[src/design/pte_pkg.sv]
// Package for the partition table engine: words, entry layout, codes and
// the command and status groups between controller and datapath. No dependencies.
`timescale 1ns / 1ps
package pte_pkg;

    localparam logic [2:0] OP_LOAD   = 3'd0;
    localparam logic [2:0] OP_LOOKUP = 3'd1;
    localparam logic [2:0] OP_DELETE = 3'd2;
    localparam logic [2:0] OP_CREATE = 3'd3;
    localparam logic [2:0] OP_COUNT  = 3'd4;

    localparam logic [2:0] ST_OK       = 3'd0;
    localparam logic [2:0] ST_NOTFOUND = 3'd1;
    localparam logic [2:0] ST_INUSE    = 3'd2;
    localparam logic [2:0] ST_NOSPACE  = 3'd3;
    localparam logic [2:0] ST_FULL     = 3'd4;

    localparam logic [24:0] DISK_RESET = 25'd2097152;
    localparam logic [32:0] START_MAX  = 33'h0FFFFFF;
    localparam logic [7:0]  COUNT_MAX  = 8'hFF;

    typedef struct packed {
        logic [2:0]  opcode;
        logic [6:0]  slot_index;
        logic        entry_valid;
        logic [6:0]  part_id;
        logic [23:0] start_block;
        logic [31:0] size_blocks;
    } t_in_word;

    typedef struct packed {
        logic [2:0]  status;
        logic [23:0] found_start;
        logic [31:0] found_size;
        logic [6:0]  result_slot;
        logic [7:0]  valid_count;
    } t_out_word;

    typedef struct packed {
        logic        valid;
        logic [6:0]  id;
        logic [23:0] start;
        logic [31:0] size;
    } t_entry;

    typedef struct packed {
        logic cap;
        logic rd_en;
        logic clr_wr;
        logic gap_eval;
        logic fin;
    } t_cmd;

    typedef struct packed {
        logic [2:0] op;
        logic       hit;
        logic       best_ok;
        logic       fits;
        logic       out_free;
    } t_stat;

endpackage

[src/design/pte_ctrl.sv]
// Controller of the partition table engine: sequences clearing, table scans,
// gap passes and result delivery. Depends on pte_pkg.
`timescale 1ns / 1ps
module pte_ctrl #(
    parameter int ENTRIES = 128
) (
    input  logic                       i_clk,
    input  logic                       i_rst_n,
    input  logic                       i_in_valid,
    output logic                       o_in_stall,
    input  pte_pkg::t_stat             i_stat,
    output pte_pkg::t_cmd              o_cmd,
    output logic [$clog2(ENTRIES)-1:0] o_addr
);
    localparam int AW = $clog2(ENTRIES);
    localparam logic [AW-1:0] LAST = AW'(ENTRIES - 1);

    typedef enum logic [3:0] {
        S_CLR, S_IDLE, S_DEC, S_SCAN, S_DRAIN, S_GSCAN, S_GDRAIN, S_GEVAL, S_FIN
    } t_state;

    t_state        r_state, n_state;
    logic [AW-1:0] r_addr, n_addr;
    logic          r_stall, n_stall;
    pte_pkg::t_cmd cmd;

    always_comb begin
        n_state = r_state;
        n_addr  = r_addr;
        cmd     = '0;
        case (r_state)
            S_CLR: begin
                cmd.clr_wr = 1'b1;
                n_addr = r_addr + 1'b1;
                if (r_addr == LAST) begin
                    n_state = S_IDLE;
                    n_addr = '0;
                end
            end
            S_IDLE: begin
                if (i_in_valid) begin
                    cmd.cap = 1'b1;
                    n_state = S_DEC;
                end
            end
            S_DEC: begin
                n_addr = '0;
                if (i_stat.op == pte_pkg::OP_LOOKUP || i_stat.op == pte_pkg::OP_DELETE ||
                    i_stat.op == pte_pkg::OP_CREATE || i_stat.op == pte_pkg::OP_COUNT) begin
                    n_state = S_SCAN;
                end else begin
                    n_state = S_FIN;
                end
            end
            S_SCAN: begin
                cmd.rd_en = 1'b1;
                n_addr = r_addr + 1'b1;
                if (r_addr == LAST) begin
                    n_state = S_DRAIN;
                end
            end
            S_DRAIN: begin
                n_addr = '0;
                if (i_stat.op == pte_pkg::OP_CREATE && !i_stat.hit) begin
                    n_state = S_GSCAN;
                end else begin
                    n_state = S_FIN;
                end
            end
            S_GSCAN: begin
                cmd.rd_en = 1'b1;
                n_addr = r_addr + 1'b1;
                if (r_addr == LAST) begin
                    n_state = S_GDRAIN;
                end
            end
            S_GDRAIN: begin
                n_state = S_GEVAL;
            end
            S_GEVAL: begin
                cmd.gap_eval = 1'b1;
                n_addr = '0;
                // An extent whose leading gap is too small sends us to the next one.
                if (i_stat.best_ok && !i_stat.fits) begin
                    n_state = S_GSCAN;
                end else begin
                    n_state = S_FIN;
                end
            end
            S_FIN: begin
                if (i_stat.out_free) begin
                    cmd.fin = 1'b1;
                    n_state = S_IDLE;
                end
            end
            default: begin
                n_state = S_IDLE;
            end
        endcase
        n_stall = (n_state != S_IDLE);
    end

    always_ff @(posedge i_clk) begin
        if (!i_rst_n) begin
            r_state <= S_CLR;
            r_addr  <= '0;
            r_stall <= 1'b1;
        end else begin
            r_state <= n_state;
            r_addr  <= n_addr;
            r_stall <= n_stall;
        end
    end

    assign o_in_stall = r_stall;
    assign o_cmd      = cmd;
    assign o_addr     = r_addr;

endmodule

[config.mk]
export PLATFORM = sky130hd
export DESIGN_NAME = pte_ctrl
export DESIGN_NICKNAME = d
export VERILOG_FILES = /design/src/design/pte_pkg.sv /design/src/design/pte_ctrl.sv
export SDC_FILE = /design/constraint.sdc
export NUM_CORES = 1
export LEC_CHECK = 0
export BUFFER_PORTS_ARGS = -buffer_cell sky130_fd_sc_hd__buf_4
export CAP_MARGIN = 20
export CORE_MARGIN = 2
export CORE_UTILIZATION = 55
export CTS_BUF_LIST = sky130_fd_sc_hd__clkbuf_2 sky130_fd_sc_hd__clkbuf_4 sky130_fd_sc_hd__clkbuf_8
export DETAILED_ROUTE_END_ITERATION = 8
export GPL_ROUTABILITY_DRIVEN = 0
export GPL_TIMING_DRIVEN = 0
export PLACE_DENSITY = 0.83
export SLEW_MARGIN = 0
export SYNTH_ARGS = -nofsm -noshare
export SYNTH_HDL_FRONTEND = slang
export SYNTH_SLANG_ARGS = --single-unit
[constraint.sdc]
create_clock -name i_clk -period 4.6 [get_ports i_clk]
set_clock_uncertainty 0.15 [all_clocks]
set_input_delay 0.92 -clock i_clk [delete_from_list [all_inputs] [get_ports i_clk]]
set_output_delay 0.92 -clock i_clk [all_outputs]
set_load 0.005 [all_outputs]
==> flow_summary.toml, run 1 <==
[worst_setup_path]
cp_slowest_cell = "dfxtp_1"
crit_type = "register to output pin"
r2r_end = "o_addr[2]"
worstPathRequired_ps = 3530
rrSetupSlack_ps = 2540
r2r-start = "o_addr[0]"
worstPathArrival_ps = 1370
crit_path_cell_trace = "buf_6, buf_2, nor4_1, buf_4"
max_stage_delay_ps = 310
start_kind = "register"
crit_end = "o_cmd[2]"
crit_start = "r_state[1]"
r2r_cells = 6
cp_max_fo = 10
cp-end-kind = "output pin"

[finish]
final_util_pct = 71.60
finalNonFillerCells = 143
drive_above_1_share_pct = 27.56
layout_commonest_cell = "buf_4"
antenna_cells = 0
syn2layout_area_growth_pct = 24.93
final_cell_mix = "buf_4, nor2_1, dfxtp_1, nand2_1"
final_nets = 140

[timing]
whs_ps = 442.9
hold_viol_final = 0
rsz0062_at_grt = "no"
worst_pin_slew_ps = 451.3
fin_tns_setup_ps = 0
fmax_ghz = 0.4105
setup_slack_ps = 2164
fin_crit_ps = 2436
fin_crit_sh_pct = 52.96
relSlewSlack_pct = 69.91
setup_viol = 0
finalMaxSlewViolations = 0

[synth]
yosys.area.top_type = "dfxtp_1"
synth_top_area_share_pct = 28.83
synthTopCellsByArea = "dfxtp_1, nor2_1, xor2_1"
ys_seq_area_share_pct = 28.83
synth_cell_types = 39
synthFlopType = "dfxtp_1"
synthesis.area_sq_um = 833.3
yosysWarningCount = 0
syn_inst = 102
synth_edf_count = 0
syn-num-nets = 113
ys_async_sr_fraction_pct = 0
ys_ff_latch = 12
synth_area_per_cell_sq_um = 8.170

[clock_network]
cts_setup_buffers = 0
cts_resized = 0
insertion_delay_ps = 260
clk_pin_slew_ps = 70
htree_levels = 1
cts_sinks = 12
cts_buffers = 3
clk_path_buf_depth = 2
root_buffer = "clkbuf_4"
cts_tree = "yes"
ctsHoldBuffers = 0

[place]
port_buffers = 22
dp_slack_ps = 2184
hpwl_mm = 1.508
dp_cells = 140

[die]
dieArea_sq_mm = 0.001843
rows = 14
initial_core_util_pct = 57.31
core-area_sq_mm = 0.001454
die_w_microns = 42.93
die_h_microns = 42.93
io_pins = 23

[drt]
drt_iter0_drc = 14
totalWireLength_mm = 1.936
wl_per_cell_microns = 13.54
drt_pass1_iterations = 5
drc = 0
ant_nets = 0
avgViaCountPerCell = 5.937
vias = 849

[global_routing]
grt_use_met2_pct = 39.70
grt_pass1_vias = 791
met1_usage_pct = 25.46
grt_overflow_total = 0
gr-usage-met3_pct = 4.255
grt_pass1_wl_mm = 3.229
grt_max_degree = 11
busiest_layer = "met2"
track_usage_pct = 22.89
antenna_found_initial = 0

[power]
p_leak_uw = 0.0004206
p_per_area_mw_per_mm2 = 184.7
ir_worst_vdd_mv = 0.1329

[outcome]
status = "finished clean"

[min_path]
min_path_type = "register to register"

[job]
drv_cap = 0
## worst min path at each step
stage | from | endpoint | slack, ps | cells after the start
after floorplan | o_addr[1] | o_addr[1] | 400 | 2
after global routing | o_addr[0] | o_addr[0] | 480 | 2
after CTS | o_addr[6] | o_addr[6] | 450 | 1
after global placement | o_addr[1] | o_addr[1] | 400 | 2
after detailed placement | o_addr[6] | o_addr[6] | 430 | 1
final | o_addr[6] | o_addr[6] | 440 | 1
## Yosys cell counts (2+ instances only)
cell type  count
a21oi_1        5
a31oi_1        2
and4_1         3
buf_2          4
dfxtp_1       12
inv_1          4
nand2_1        6
nand2b_1       2
nand4_1        3
nor2_1        14
nor2b_1        4
nor3_1         5
nor4_1         3
o21ai_0        3
o31a_1         3
xnor2_1        2
xor2_1         5
## metrics by stage
stage | total power [uW] | instance area (sq um)
2_1_floorplan | 120.8 | 833.3
3_3_place_gp | 133.3 | 1018
3_5_place_dp | 134.2 | 1018
4_1_cts | 194.7 | 1041
5_1_grt | 202.2 | 1041
6_report | 192.3 | 1041
## metal layers
metal / routed length, microns / vias to the layer above
met4: 51 / 0
met2: 982 / 23
met5: 0 / -
met3: 90 / 8
met1: 812 / 385
li1: - / 433
## cells by family after synthesis
group                      after synthesis  share of synthesized area, %
AOI/OAI and AO/OA                       26                         25.98
adders and majority gates                1                         1.501
and+or+nand+nor                         45                         29.13
DFF                                     12                         28.83
muxes                                    1                         1.201
buffers and inverters                   10                         6.005
xor gates and xnor gates                 7                         7.358
## where the power goes
| group | switching [uW] | internal [uW] |
|---|---|---|
| combinational | 9.32 | 12.7 |
| sequential | 3.71 | 106 |
| clock | 30.1 | 30.2 |
| total | 43.1 | 149 |
## worst max-delay path: cells and delay by family, from the launching register on
family        cells  cell delay, ps
buf+inv           3             490
flops             1             310
simple gates      1             310
## flip-flops by register name (all words and copies together) (netlist names)
register    flops
o_addr          7
o_in_stall      1
r_state         4
## layout make-up
| class | instances | area (sq um) |
|---|---|---|
| Multi-Input combinational cell | 80 | 543.0 |
| Fill cell | 130 | 412.9 |
| Sequential cell | 12 | 240.2 |
| Timing Repair Buffer | 22 | 165.2 |
| Buffer | 6 | 35.03 |
| Clock buffer | 3 | 22.52 |
| Tap cell | 16 | 20.02 |
| Inverter | 4 | 15.01 |
Note: power is estimated with default switching activity, not from simulation.
==> run 2, diff against run 1 <==
Settings changed: CORE_UTILIZATION 55 to 48, PLACE_DENSITY 0.83 to 0.77.
Clock period 4.6 ns to 2 ns, I/O delays scaled along.
==> flow_summary.toml, run 2 (synthesis results as in run 1) <==
[die]
rows = 15
die_h_microns = 45.67
die_w_microns = 45.67
dieArea_sq_mm = 0.002085
initial_core_util_pct = 49.89
core-area_sq_mm = 0.001670
io_pins = 23

[power]
pwr-share-clk_pct = 31.9
p_int_uw = 344.6
comb_power_share_pct = 11.4
total_power_uw = 447.0
ir_worst_vdd_mv = 0.4067
p_leak_uw = 0.0004239
power_switching_uw = 102.4
switching_share_pct = 22.91
p_per_area_mw_per_mm2 = 424.8
pwr-share-seq_pct = 56.7

[drt]
drc = 0
totalWireLength_mm = 1.991
wl_per_cell_microns = 13.83
ant_nets = 0
vias = 867
drt_iter0_drc = 21
avgViaCountPerCell = 6.021
drt_pass1_iterations = 4

[worst_setup_path]
cp_max_fo = 6
crit_type = "register to register"
r2r_cells = 6
cp_slowest_cell = "o41a_1"
worstPathRequired_ps = 2050
crit_path_cell_trace = "ha_2, nand4_2, o21a_1, o41a_1, and2_1, nand4b_1"
cp_num_cells = 6
cp-end-kind = "register"
cp_top_family = "compound AO/OA/AOI/OAI gates"
start_kind = "register"
max_stage_delay_ps = 400
worst-path-buf-inv = 0
worstPathArrival_ps = 1950

[finish]
final_cell_mix = "buf_4, nor2_1, dfxtp_1, nand2_1"
final_util_pct = 63.00
largest_register_ffs = 7
drive_above_1_share_pct = 31.50
final_nets = 140
antenna_cells = 0
layout_commonest_cell = "buf_4"
syn2layout_area_growth_pct = 26.28
finalNonFillerCells = 144

[timing]
fin_tns_setup_ps = 0
setup_viol = 0
fin_crit_ps = 1897
hold_viol_final = 0
fin_crit_sh_pct = 94.83
worst_pin_slew_ps = 415.7
fmax_ghz = 0.5273
setup_slack_ps = 103.5
finalMaxSlewViolations = 0
rsz0062_at_grt = "no"
relSlewSlack_pct = 72.29

[global_routing]
antenna_found_initial = 0
grt_pass1_vias = 731
grt_max_degree = 11
track_usage_pct = 21.24
grt_pass1_wl_mm = 3.222
grt_overflow_total = 0

[min_path]
min_path_type = "input pin to register"
holdPathStages = 2

[place]
dp_slack_ps = -53.66
port_buffers = 22
dp_cells = 141
hpwl_mm = 1.476

[clock_network]
root_buffer = "clkbuf_4"
insertion_delay_ps = 270
ctsHoldBuffers = 0
cts_buffers = 3
htree_levels = 1
cts_setup_buffers = 0
cts_tree = "yes"
cts_resized = 1
clk_pin_slew_ps = 70
clk_path_buf_depth = 2
cts_sinks = 12

[job]
drv_cap = 0

[outcome]
status = "finished clean"
[run 2: cell counts in the layout (fill, tap and decap cells not counted)]
No cell type changed its count.
[run 2: final cells by class]
class | count | area (sq um)
Buffer | 6 | 36.28
Sequential cell | 12 | 242.7
Multi-Input combinational cell | 80 | 549.3
Clock buffer | 3 | 22.52
Tap cell | 17 | 21.27
Inverter | 4 | 15.01
Timing Repair Buffer | 22 | 165.2
Fill cell | 168 | 618.1
[run 2: stage by stage]
stage	cell area (sq um)	hold WS, ps
after floorplan	833.3	378.2
after global placement	1020	402.8
after detailed placement	1020	422.3
after CTS	1042	261.4
after global routing	1052	269.7
final	1052	257.5
[run 2: power by group through the flow]
stage | Combinational (uW) | Clock [uW] | Sequential [uW]
final | 51.0 | 142 | 254
after global routing | 56.1 | 158 | 255
after CTS | 50.8 | 144 | 252
after detailed placement | 50.3 | 0 | 258
after global placement | 49.2 | 0 | 258
after floorplan | 21.0 | 0 | 257
[run 2: final timing paths]
| kind | slack, ps | end | start |
|---|---|---|---|
| min reg2reg | 400 | o_addr[1] | o_addr[1] |
| max reg2reg | 100 | o_in_stall | o_addr[0] |
| max | 100 | o_in_stall | o_addr[0] |
| min | 260 | r_state[3] | i_rst_n |
[run 2: routing by layer]
metal	part of all wire (%)	global-route usage, %
met2	51	35.49
met4	0.60	5.882
met1	43	27.91
met5	0	0
met3	5.3	3.571
==> run 3, diff against run 2 <==
Settings changed: CORE_UTILIZATION 48 to 55, PLACE_DENSITY 0.77 to 0.83, TNS_END_PERCENT set to 10.
Clock period 2 ns to 2.24 ns, I/O delays scaled along.
==> flow_summary.toml, run 3 (synthesis results as in run 1) <==
[timing]
fin_crit_sh_pct = 88.89
fin_crit_ps = 1991
relSlewSlack_pct = 69.91
hold_viol_final = 0
fmax_ghz = 0.5022
setup_viol = 0
worst_pin_slew_ps = 451.4
finalMaxSlewViolations = 0
rsz0062_at_grt = "no"
fin_tns_setup_ps = 0

[power]
power_switching_uw = 88.77
p_int_uw = 306.4
pwr-share-seq_pct = 57.2
p_per_area_mw_per_mm2 = 379.6
ir_worst_vdd_mv = 0.2736
switching_share_pct = 22.47
comb_power_share_pct = 11.5
pwr-share-clk_pct = 31.4
p_leak_uw = 0.0004200

[drt]
ant_nets = 0
vias = 855
drt_pass1_iterations = 4
totalWireLength_mm = 1.943
drt_iter0_drc = 13
drc = 0
avgViaCountPerCell = 5.979
wl_per_cell_microns = 13.59

[die]
io_pins = 23
initial_core_util_pct = 57.31
rows = 14
core-area_sq_mm = 0.001454
dieArea_sq_mm = 0.001843
die_w_microns = 42.93
die_h_microns = 42.93

[clock_network]
cts_sinks = 12
root_buffer = "clkbuf_4"
cts_buffers = 3
htree_levels = 1
insertion_delay_ps = 260
cts_tree = "yes"
clk_path_buf_depth = 2
clk_pin_slew_ps = 70

[global_routing]
antenna_found_initial = 0
grt_pass1_wl_mm = 3.229
grt_max_degree = 11
grt_pass1_vias = 791
grt_overflow_total = 0
track_usage_pct = 22.89

[worst_setup_path]
worstPathRequired_ps = 2290
cp_top_family = "compound AO/OA/AOI/OAI gates"
cp-end-kind = "register"
start_kind = "register"
worstPathArrival_ps = 2040
worst-path-buf-inv = 0
cp_slowest_cell = "dfxtp_1"
crit_type = "register to register"
cp_max_fo = 6
max_stage_delay_ps = 430
crit_path_cell_trace = "ha_1, nand4_2, o21a_1, o41a_1, and2_1, nand4b_1"

[min_path]
min_path_type = "input pin to register"

[finish]
syn2layout_area_growth_pct = 24.93
layout_commonest_cell = "buf_4"
seqCellArea_sq_um = 240.2
antenna_cells = 0
largest_register_ffs = 7
finalNonFillerCells = 143
drive_above_1_share_pct = 27.56
final_nets = 140
multi_input_area_sq_um = 543.0
nFillCells = 130
final_cell_mix = "buf_4, nor2_1, dfxtp_1, nand2_1"

[place]
port_buffers = 22
dp_cells = 140
hpwl_mm = 1.508

[outcome]
status = "finished clean"

[job]
drv_cap = 0
## run 3: area by class of cell
type,instances,share of cell area [%]
multi-input combinational,80,52.16
sequential,12,23.08
timing repair buffer,22,15.87
buffer,6,3.365
clock buffer,3,2.163
tap,16,1.923
inverter,4,1.442
## run 3: power by group through the flow
| stage | registers, uW | logic, uW | clock network [uW] |
|---|---|---|---|
| global placement | 230 | 43.9 | 0 |
| finish | 226 | 45.3 | 124 |
| global route | 226 | 50.3 | 139 |
| detailed placement | 230 | 45.5 | 0 |
| floorplan | 229 | 18.7 | 0 |
| CTS | 226 | 45.6 | 129 |
## run 3: worst paths after layout
path / startpoint / cells past startpoint / slack, ps / to
min reg2reg: o_addr[6] / 1 / 440 / o_addr[6]
min: i_rst_n / 2 / 310 / r_state[3]
max reg2reg: o_addr[0] / 6 / 250 / o_in_stall
max: o_addr[0] / 6 / 250 / o_in_stall
## run 3: layer usage
layer  vias up  track usage (%)  routed length, microns
met5         -                0                       0
li1        433                -                       -
met2        25            39.70                     985
met1       389            25.46                     815
met4         0            13.75                      51
met3         8            4.255                      91
## run 3: per-stage QoR
stage | hold slack, ps | util [%] | cell area [sq um] | total power, uW | setup slack (ps)
after floorplan | 395.0 | - | 833.3 | 248.1 | 468.0
after global placement | 401.1 | 70.05 | 1018 | 273.7 | 260.0
after detailed placement | 429.4 | 70.05 | 1018 | 275.7 | 227.9
after CTS | 299.6 | 71.60 | 1041 | 399.8 | 183.4
after global routing | 302.7 | 71.60 | 1041 | 415.3 | 142.2
final | 308.5 | 71.60 | 1041 | 395.1 | 248.9
## run 3: what timing repair did
action / in CTS / in global routing
setup endpoints to repair: 0 / 1
gates resized for setup: 0 / 1
buffers inserted: 0 / 0
hold buffers: 0 / 0
